$ cat src/rtl/core/fbab_pkg.sv
// Shared types, constants and helper functions for the framebuffer alpha-blend write block.
`default_nettype none

package fbab_pkg;

    // Frame store geometry: the pixel index is always 16 bits wide.
    localparam int IDX_W       = 16;
    localparam int STORE_DEPTH = 1 << IDX_W;
    localparam int WORD_W      = 32;

    // Opaque alpha, also used for the blend complement.
    localparam logic [7:0] ALPHA_OPAQUE = 8'd255;

    // One pixel write request.
    typedef struct packed {
        logic signed [15:0] pos_x;
        logic signed [15:0] pos_y;
        logic [7:0]         src_red;
        logic [7:0]         src_green;
        logic [7:0]         src_blue;
        logic [7:0]         src_alpha;
    } fbab_in_t;

    // One result item.
    typedef struct packed {
        logic        written;
        logic [15:0] pixel_index;
        logic [7:0]  out_red;
        logic [7:0]  out_green;
        logic [7:0]  out_blue;
        logic [7:0]  out_alpha;
        logic        frame_dirty;
    } fbab_out_t;

    // Write request into the frame store.
    typedef struct packed {
        logic              en;
        logic [IDX_W-1:0]  addr;
        logic [WORD_W-1:0] data;
    } fbab_wr_t;

    // Undivided blend sums for the three color channels.
    typedef struct packed {
        logic [15:0] red;
        logic [15:0] green;
        logic [15:0] blue;
    } fbab_sum_t;

    // Exact floor(v / 255) for any v up to 255*255.
    function automatic logic [7:0] div255(input logic [15:0] v);
        logic [16:0] t;
        t = {1'b0, v} + {9'd0, v[15:8]} + 17'd1;
        return t[15:8];
    endfunction

endpackage

`default_nettype wire

$ cat src/rtl/core/fbab_blend.sv
// Per-channel source-over multiply-accumulate ahead of the divide by 255.
`default_nettype none

module fbab_blend (
    input  wire logic [7:0]                   src_red,
    input  wire logic [7:0]                   src_green,
    input  wire logic [7:0]                   src_blue,
    input  wire logic [7:0]                   alpha,
    input  wire logic [fbab_pkg::WORD_W-1:0]  dst_word,
    output fbab_pkg::fbab_sum_t               sums
);
    import fbab_pkg::*;

    logic [7:0] inv_alpha;

    assign inv_alpha = ALPHA_OPAQUE - alpha;

    // Each sum is src*a + dst*(255-a), at most 255*255, so 16 bits hold it.
    assign sums.red   = ({8'd0, src_red}   * {8'd0, alpha})
                      + ({8'd0, dst_word[7:0]}   * {8'd0, inv_alpha});
    assign sums.green = ({8'd0, src_green} * {8'd0, alpha})
                      + ({8'd0, dst_word[15:8]}  * {8'd0, inv_alpha});
    assign sums.blue  = ({8'd0, src_blue}  * {8'd0, alpha})
                      + ({8'd0, dst_word[23:16]} * {8'd0, inv_alpha});

endmodule

`default_nettype wire

$ cat config.mk
export PLATFORM = sky130hd
export DESIGN_NAME = fbab_blend
export DESIGN_NICKNAME = d
export VERILOG_FILES = /design/src/rtl/core/fbab_pkg.sv /design/src/rtl/core/fbab_blend.sv
export SDC_FILE = /design/constraint.sdc
export NUM_CORES = 1
export LEC_CHECK = 0
export BUFFER_PORTS_ARGS = -buffer_cell sky130_fd_sc_hd__buf_2
export CELL_PAD_IN_SITES_DETAIL_PLACEMENT = 1
export CELL_PAD_IN_SITES_GLOBAL_PLACEMENT = 1
export CORE_MARGIN = 10
export CORE_UTILIZATION = 45
export DETAILED_ROUTE_END_ITERATION = 12
export PLACE_DENSITY_LB_ADDON = 0.1
export SLEW_MARGIN = 20
export SYNTH_ARGS = -nofsm -noshare
export SYNTH_HDL_FRONTEND = slang
export SYNTH_SLANG_ARGS = --single-unit
$ cat constraint.sdc
create_clock -name vclk -period 8.2
set_input_delay 1.64 -clock vclk [all_inputs]
set_output_delay 1.64 -clock vclk [all_outputs]
set_load 0.03 [all_outputs]
Word level (Yosys, flattened, before mapping)
Index checks and enable logic that the tools add are counted.
- bits of input ports: 64
- bits in registers: 0
- word-level logic and storage cells: 10
- multiply operators: 6
- add/subtract/negate cells: 4
- operators with widths (cell ; count):
    8-bit by 8-bit multiplier with 16-bit output ; 6
    16-bit adder ; 3
    8-bit subtractor (first input constant) ; 1

Longest topological paths before layout
Gate-level depths: netlist (run 1).
- depth after elaboration: 3
- mapped depth: 21
- mapped depth without buffers: 19

Least setup slack after synthesis (run 1)
Ideal clock, no wire load.
- kind: input -> output
- start: in alpha[2]
- end: out sums[13] (netlist bit)
- required time: 6.560 ns
- buffers on the path: 2
- stages on the path: 18
- path slack: -0.530 ns
- data arrival time: 7.090 ns
- path through: clkbuf_1 -> clkbuf_1 -> nand2_1 -> fa_1 -> fa_1 -> inv_1 -> fa_1 -> fa_1 -> fa_1 -> inv_1 -> fa_1 -> inv_1 -> ha_1 -> a2111oi_4 -> o211ai_2 -> a41oi_2 -> a21oi_2 -> a31oi_1
- RTL lines (item ; RTL line ; RTL):
    from (decl) ; fbab_blend.sv:8 ; input wire logic [7:0] alpha,
    to (decl) ; fbab_blend.sv:10 ; output fbab_pkg::fbab_sum_t sums

==> summary.md, run 1 <==
| Metric | Value |
|---|---|
| YS warnings | 0 |
| Required @ worst endpoint | 6560 ps |
| Seq/Total Area, Yosys | 0% |
| Final hold violation count | 0 |
| Final net count | 2302 |
| Final min period | 8460 ps |
| Via count | 10374 |
| Vias in the first global route | 12261 |
| Syn_area_per_cell | 8.91 µm² |
| GR Layer Usage met1 | 25.6% |
| First-pass GRT wire length | 61.4 mm |
| Drt first-iter violations | 272 |
| Layout area overhead | 28.7% |
| Fill cells | 3337 |
| Largest net degree at the start of global routing | 16 |
| Met2 Resource Use GR | 39.8% |
| Synth area leader | fa_1 |
| Chip Width | 191 µm |
| Routed length per instance | 17.2 µm |
| Rows | 62 |
| Die ar. | 36600 µm² |
| Part of the cycle the worst path needs | 103% |
| Most frequent cell after synthesis | inv_1 |
| Leading post-synthesis cells by cell area | fa_1, ha_1, inv_1 |
| DRT Pass-1 Iters | 4 |
| Die H | 191 µm |
| CP endpoint kind | output port |
| Buffers on Ports | 104 |
| I/O pin total | 112 |
| Gr usage total | 20.6% |
| Storage cell area | 0 µm² |
| Cells after synthesis | 1482 |
| Min-delay worst type | input port to output port |
| DP HPWL | 30.9 mm |
| Overflow after GRT | 0 |
| Critical Path Start Type | input port |
| Via density | 4.83 |
| CTS Hold Bufs | 0 |
| # DRC | 0 |
| Post-Route WL | 37.0 mm |
| RSZ-0062 raised after global routing | yes |
| Initial Utilization | 45.7% |
| Post-route antenna net violation count | 0 |
| WHS | 3850 ps |
| Post-Syn Area | 13200 µm² |
| GRT Max-Usage Layer | met2 |
| Max-cap violation count | 0 |
| Share of cells above drive strength 1 | 26.6% |
| Area of the core | 28900 µm² |
| Seq_cells | 0 |
| Critical path class | input port to output port |
| Min-delay src | src_blue[0] |
| Post-synth top area share | 43.7% |
| GR Layer Usage met3 | 0.747% |
| Synth top cells by count | inv_1, fa_1, ha_1, nor2b_1, and2_1 |
| Max-slew violation count | 0 |
| Synth unique cells | 40 |
| Crit path max fanout | 10 |
| CP arrival | 6820 ps |
| Endpoints failing setup | 17 |
| Initial antenna violation count | 0 |
| Fmax achieved | 118 MHz |
| Failing checks | setup timing |
| Outcome | complete, but fails checks |
| Final worst setup slack | -256 ps |
| Clock buffers | 0 |
| Setup TNS | -2410 ps |
| GPL Wtd Cong | 0.820 |
| CP startpoint | alpha[2] |
==> metal layers <==
metal  share of wire (%)  vias to the layer above
li1                    -                     4888
met4                0.78                        0
met5                   0                        -
met1                  42                     5362
met2                  55                      102
met3                 2.0                       22
==> stage by stage <==
step	cells	utilization, %	setup slack, ps	cell area (µm²)
2_1_floorplan	1484	-	0.0266	13400
6_report	2147	58.9	-256	17000
4_1_cts	2134	57.3	-356	16500
3_3_place_gp	2113	54.3	-553	15700
5_1_grt	2146	58.9	-449	17000
3_5_place_dp	2113	54.3	-585	15700
==> critical path, cell delays in order <==
cell       delay (ps)
buf_12            120
buf_8             140
nor2b_1            60
fa_1              540
inv_1              60
fa_1              540
inv_2              40
fa_2              580
fa_2              430
fa_1              490
inv_1              50
fa_1              350
inv_1             110
ha_4              230
a2111oi_4         370
o211ai_2          200
a41oi_4           240
a21oi_4           110
o22ai_4           200
xnor2_4           140
buf_6             150
==> cell families after synthesis <==
| group | after synthesis | synth area share [%] |
|---|---|---|
| AO/OA/AOI/OAI | 79 | 4.47 |
| XOR/XNOR | 44 | 2.92 |
| adder cells (fa/ha/maj) | 474 | 61.3 |
| buffers and inverters | 450 | 12.8 |
| multiplexers | 3 | 0.256 |
| other | 1 | 0.0284 |
| AND/OR/NAND/NOR | 431 | 18.2 |
==> cell usage in the layout (no fill, tap or decap), types with 11 or more instances in the layout <==
cell      count
nor2b_2      13
fa_2         12
inv_1       391
and2_1       99
nor2b_1     124
ha_1        167
buf_12       15
buf_2        75
buf_4       180
inv_2        18
buf_6        34
nand2_1      86
ha_4         16
a21oi_1      15
a21o_1       11
nand2b_1     50
fa_1        276
xnor2_1      26
nor2_1       14
==> final timing paths <==
kind	to	slack, ps	cells after the start
max	sums[15]	-260	21
min	sums[0]	3850	3
==> timing repair <==
| item | 4_1_cts | 5_1_grt |
|---|---|---|
| hold endpoints to repair | 0 | 0 |
| pin swaps | 76 | 71 |
| gates resized for setup | 162 | 102 |
| endpoints found under the setup margin | 26 | 21 |
| cloned | 3 | 0 |
| setup buffers | 19 | 13 |
==> final cells by class <==
type               count  area (µm²)  area share, %
well taps            384         480           2.83
inverters            410        1540           9.07
multi-input cells   1034       12300           72.5
diodes                 1        2.50         0.0147
repair buffers       318        2660           15.6
Power of run 1 is left out: the tool's default activity adds up to more than one toggle a clock period on the data nets, which glitch-free logic cannot reach.
==> inputs of run 2 (changes only) <==
--- a/config.mk
+++ b/config.mk
@@ -11,8 +11,8 @@
 export CORE_MARGIN = 10
 export CORE_UTILIZATION = 45
 export DETAILED_ROUTE_END_ITERATION = 12
-export PLACE_DENSITY_LB_ADDON = 0.1
-export SLEW_MARGIN = 20
+export PLACE_DENSITY = 0.83
+export SLEW_MARGIN = 40
 export SYNTH_ARGS = -nofsm -noshare
 export SYNTH_HDL_FRONTEND = slang
 export SYNTH_SLANG_ARGS = --single-unit
==> run 2 against run 1 <==
- the run still ends with setup timing left
- non-clock buffer count rose by 9
- maximum frequency fell by 4.0%
- critical path depth did not move
- global-route usage rose by 6.6 points
- largest cell class unchanged
- core utilization rose by 2.4 points
- sequential share of layout area did not move
- wire length rose by 53%
- cell count rose by 0.51%
- critical path type unchanged
- die area did not move
==> summary.md, run 2 (same netlist as run 1, synthesis figures left out) <==
| Metric | Value |
|---|---|
| Via density | 5.60 (+16%) |
| CTS Hold Bufs | 0 (unchanged) |
| Post-Route WL | 56.4 mm (+53%) |
| Overflow after GRT | 0 (unchanged) |
| Final net count | 2311 (+0.39%) |
| Drt first-iter violations | 934 (+240%) |
| Routed wl met2 | 29.3 mm (+43%) |
| Seq_cells | 0 (unchanged) |
| Crit-path max cell delay | 690 ps (+110 ps) |
| Min-delay worst type | input port to output port |
| Die ar. | 36600 µm² (unchanged) |
| CP most frequent cell | fa_1 |
| Clock buffers | 0 (unchanged) |
| Buffers on Ports | 104 (unchanged) |
| DP HPWL | 34.2 mm (+10%) |
| CP cell instances | buf_8 > buf_12 > buf_6 > nor2b_4 > fa_1 > fa_1 > fa_1 > fa_1 > fa_1 > inv_2 > fa_2 > inv_2 > ha_4 > buf_4 > a21oi_1 > o21ai_2 > a41oi_2 > a21oi_2 > o22ai_4 > xnor2_4 > buf_6 |
| RSZ-0062 raised after global routing | yes |
| Crit path max fanout | 5 (-5) |
| Critical Path Start Type | input port |
| Most common cell after layout, fill and taps aside | inv_1 |
| GPL Wtd Cong | 0.825 (+0.56%) |
| Post-route antenna net violation count | 0 (unchanged) |
| Most frequent cells in the layout | inv_1, fa_1, buf_4 |
| Max-slew violation count | 0 (unchanged) |
| Routed length per instance | 26.1 µm (+52%) |
| Via count | 12089 (+17%) |
| Share of cells above drive strength 1 | 31.8% (+5.2 points) |
| Part of the cycle the worst path needs | 107% (+4.2 points) |
| I/O pin total | 112 (unchanged) |
| CP endpoint kind | output port |
| Rows | 62 (unchanged) |
| Storage cell area | 0 µm² (unchanged) |
| Largest net degree at the start of global routing | 20 (+4) |
| # DRC | 0 (unchanged) |
| Final worst setup slack | -604 ps (-348 ps) |
| Layout area overhead | 33.9% |
| First-pass GRT wire length | 77.6 mm (+26%) |
| Chip Width | 191 µm (unchanged) |
| Required @ worst endpoint | 6560 ps (about the same) |
| Met3 wire length | 3.84 mm (+410%) |
| Gr usage total | 27.2% (+6.6 points) |
| Failing checks | setup timing |
| Endpoints failing setup | 24 (+7) |
| Initial antenna violation count | 2 (+2) |
| Final hold violation count | 0 (unchanged) |
| Slowest cell on crit path | fa_1 |
| CP arrival | 7160 ps (+340 ps) |
| Initial Utilization | 45.7% (unchanged) |
| Outcome | complete, but fails checks |
| Setup TNS | -8690 ps (-6280 ps) |
| Fmax achieved | 114 MHz (-4.0%) |
| Vias in the first global route | 14205 (+16%) |
| Critical path class | input port to output port |
| Area of the core | 28900 µm² (unchanged) |
| DRT Pass-1 Iters | 5 (+1) |
| Die H | 191 µm (unchanged) |
| M1 wire length | 18.9 mm (+22%) |
| Max-cap violation count | 0 (unchanged) |
| Final min period | 8800 ps (+348 ps) |
| Max Used Layer | met4 |
run 2: changes by cell type in the layout (fill, tap and decap cells not counted), sizes merged:
cell / change
diode: +2
bufbuf: +2
buf: +7
run 2: final timing paths:
check	endpoint	start	cells after the start	slack, ps
worst max-delay path	sums[15]	alpha[7]	21	-600
worst min-delay path	sums[0]	src_blue[0]	3	3870
run 2: worst max-delay path: cells and delay by family:
family	cells	cell delay, ps
xor+xnor	1	140
buf+inv	7	790
simple gates	1	120
fa+ha+maj	7	3530
compound gates	5	910
run 2: repair_timing:
action | CTS | global route
endpoints found under the setup margin | 29 | 29
gates cloned | 4 | 0
gates resized for setup | 265 | 150
setup buffers | 29 | 14
pin swaps | 132 | 107
run 2: area by class of cell:
cell class / instances / area [µm²]
multi-input cells: 1034 / 12800
diodes: 3 / 7.51
repair buffers: 327 / 2890
inverters: 410 / 1540
fillers: 3258 / 11200
well taps: 384 / 480
run 2: through the flow:
| step | setup slack, ps | utilization, % | cell area, µm² | hold WS (ps) | cells |
|---|---|---|---|---|---|
| 6_report | -604 | 61.3 | 17700 | 3870 | 2158 |
| 5_1_grt | -820 | 61.2 | 17700 | 3890 | 2155 |
| 4_1_cts | -312 | 59.0 | 17000 | 3840 | 2145 |
| 3_5_place_dp | -747 | 54.3 | 15700 | 3840 | 2114 |
| 3_3_place_gp | -615 | 54.3 | 15700 | 3840 | 2114 |
| 2_1_floorplan | 0.0266 | - | 13400 | 3510 | 1484 |
run 2: per-layer routing:
layer	up-vias	global-route usage (%)
met4	0	11.7
met1	6141	29.8
met3	326	3.17
met5	-	0
met2	708	51.5
li1	4914	-
Power of run 2 is left out for the same reason.
==> inputs of run 3 (changes only) <==
==> constraint.sdc (replaced) <==
create_clock -name vclk -period 8
set_input_delay 1.6 -clock vclk [all_inputs]
set_output_delay 1.6 -clock vclk [all_outputs]
set_load 0.03 [all_outputs]
==> run 3 against run 2 <==
- the run still ends with setup timing left
- via count increased by 0.98%
- clock-buffer cell count did not move
- sequential share of layout area did not move
- non-clock buffer count rose by 15
- core utilization is essentially flat
- largest cell class unchanged
- worst setup slack got worse by 170 ps
- critical path type unchanged
- worst hold slack lost 72 ps
==> summary.md, run 3 (same netlist as run 1, synthesis figures left out) <==
| Metric | Value |
|---|---|
| Outcome | complete, but fails checks |
| Failing checks | setup timing |
| Worst path buffer plus inverter count | 6 (-1) |
| Final min period | 8780 ps |
| Most common cell after layout, fill and taps aside | inv_1 |
| DP HPWL | 36.4 mm (+6.5%) |
| Largest net degree at the start of global routing | 16 (-20%) |
| Fill cells | 3242 (-0.49%) |
| Routed length per instance | 27.2 µm (+4.1%) |
| CP endpoint kind | output port |
| Final hold violation count | 0 (unchanged) |
| GPL Wtd Cong | 0.855 (+3.7%) |
| Drt first-iter violations | 871 (-6.7%) |
| Multi-input gate area | 12700 µm² (-0.52%) |
| Share of cells above drive strength 1 | 32.3% (+0.46 points) |
| Post-route antenna net violation count | 0 (unchanged) |
| Part of the cycle the worst path needs | 110% |
| Max-slew violation count | 0 (unchanged) |
| Relative slew margins | 65.2% |
| Vias in the first global route | 13906 (-2.1%) |
| Setup TNS | -10930 ps (-2240 ps) |
| Initial Utilization | 45.7% (unchanged) |
| Seq_cells | 0 (unchanged) |
| I/O pin total | 112 (unchanged) |
| Buffers on Ports | 104 (unchanged) |
| Endpoints failing setup | 28 (+17%) |
| Critical Path Start Type | input port |
| Min-delay src | src_red[0] |
| First-pass GRT wire length | 76.6 mm (-1.2%) |
| Via count | 12208 (+0.98%) |
| Slowest cell on crit path | fa_1 |
| Layout area overhead | 33.9% (about the same) |
| Initial antenna violation count | 3 (+1) |
| Die ar. | 36600 µm² (unchanged) |
| Cell family with most CP delay | adder cells |
| Most frequent cells in the layout | inv_1, fa_1, buf_4 |
| Critical path class | input port to output port |
| Post-Route WL | 59.1 mm (+4.8%) |
| Max-cap violation count | 0 (unchanged) |
| CTS Hold Bufs | 0 (unchanged) |
| Gr usage total | 26.7% (-0.47 points) |
| # DRC | 0 (unchanged) |
| Fmax achieved | 114 MHz |
| Crit-path max cell delay | 700 ps (about the same) |
| Required @ worst endpoint | 6400 ps (-160 ps) |
| CP cell instances | buf_12 > buf_12 > nand2b_1 > fa_1 > fa_1 > inv_2 > fa_1 > fa_1 > fa_1 > inv_1 > fa_1 > inv_2 > ha_4 > nand4_1 > o21bai_2 > o2111ai_4 > nand2_2 > o41ai_4 > xnor2_2 > buf_6 |
| Overflow after GRT | 0 (unchanged) |
| CP most frequent cell | fa_1 |
| Crit path max fanout | 7 (+2) |
| Worst-margin pin slew | 519 ps |
| Rows | 62 (unchanged) |
| Min-delay worst type | input port to output port |
| Via density | 5.62 (+0.29%) |
| Die H | 191 µm (unchanged) |
| RSZ-0062 raised after global routing | yes |
| Clock buffers | 0 (unchanged) |
| DRT Pass-1 Iters | 6 (+1) |
| Chip Width | 191 µm (unchanged) |
| Final net count | 2326 (+0.65%) |
| CP startpoint | alpha[5] |
| CP arrival | 7180 ps (+20 ps) |
| Area of the core | 28900 µm² (unchanged) |
| Final worst setup slack | -779 ps (-175 ps) |
| Storage cell area | 0 µm² (unchanged) |
[run 3: changes by cell type in the layout (fill, tap and decap cells not counted), sizes merged]
cell	previous run	this run
bufbuf	3	2
buf	323	339
[run 3: what timing repair did]
item,in CTS,in global routing
pin swaps,70,94
gates resized for setup,177,195
gates cloned,4,1
setup endpoints to repair,28,28
hold endpoints to repair,0,0
buffers inserted,24,20
[run 3: metal layers]
metal	share of wire (%)	global-route usage, %
met1	34	29.1
met2	51	49.8
met3	6.2	2.77
met4	8.6	14.5
met5	0	0
[run 3: path summary, 6_finish.rpt]
check,end,depth (start not counted)
worst min-delay path,sums[32],3
worst max-delay path,sums[29],20
[run 3: final cells by class]
class | instances | share of cell area [%]
tap | 384 | 2.72
antenna | 3 | 0.0425
multi-input combinational | 1034 | 71.8
timing repair buffer | 342 | 16.7
inverter | 410 | 8.72
[run 3: through the flow]
step	hold slack (ps)	util, %	setup slack [ps]	area, µm²	instances
floorplan	3430	-	-49.6	13600	1484
global placement	3760	54.7	-567	15800	2123
detailed placement	3790	54.7	-753	15800	2123
CTS	3790	58.0	-522	16700	2151
global route	3820	61.2	-846	17700	2173
finish	3800	61.2	-779	17700	2173
[run 3: tightest hold or removal path: stages]
cell	delay [ps]
buf_2	200
mux2_2	200
buf_2	190
Power of run 3 is left out for the same reason.
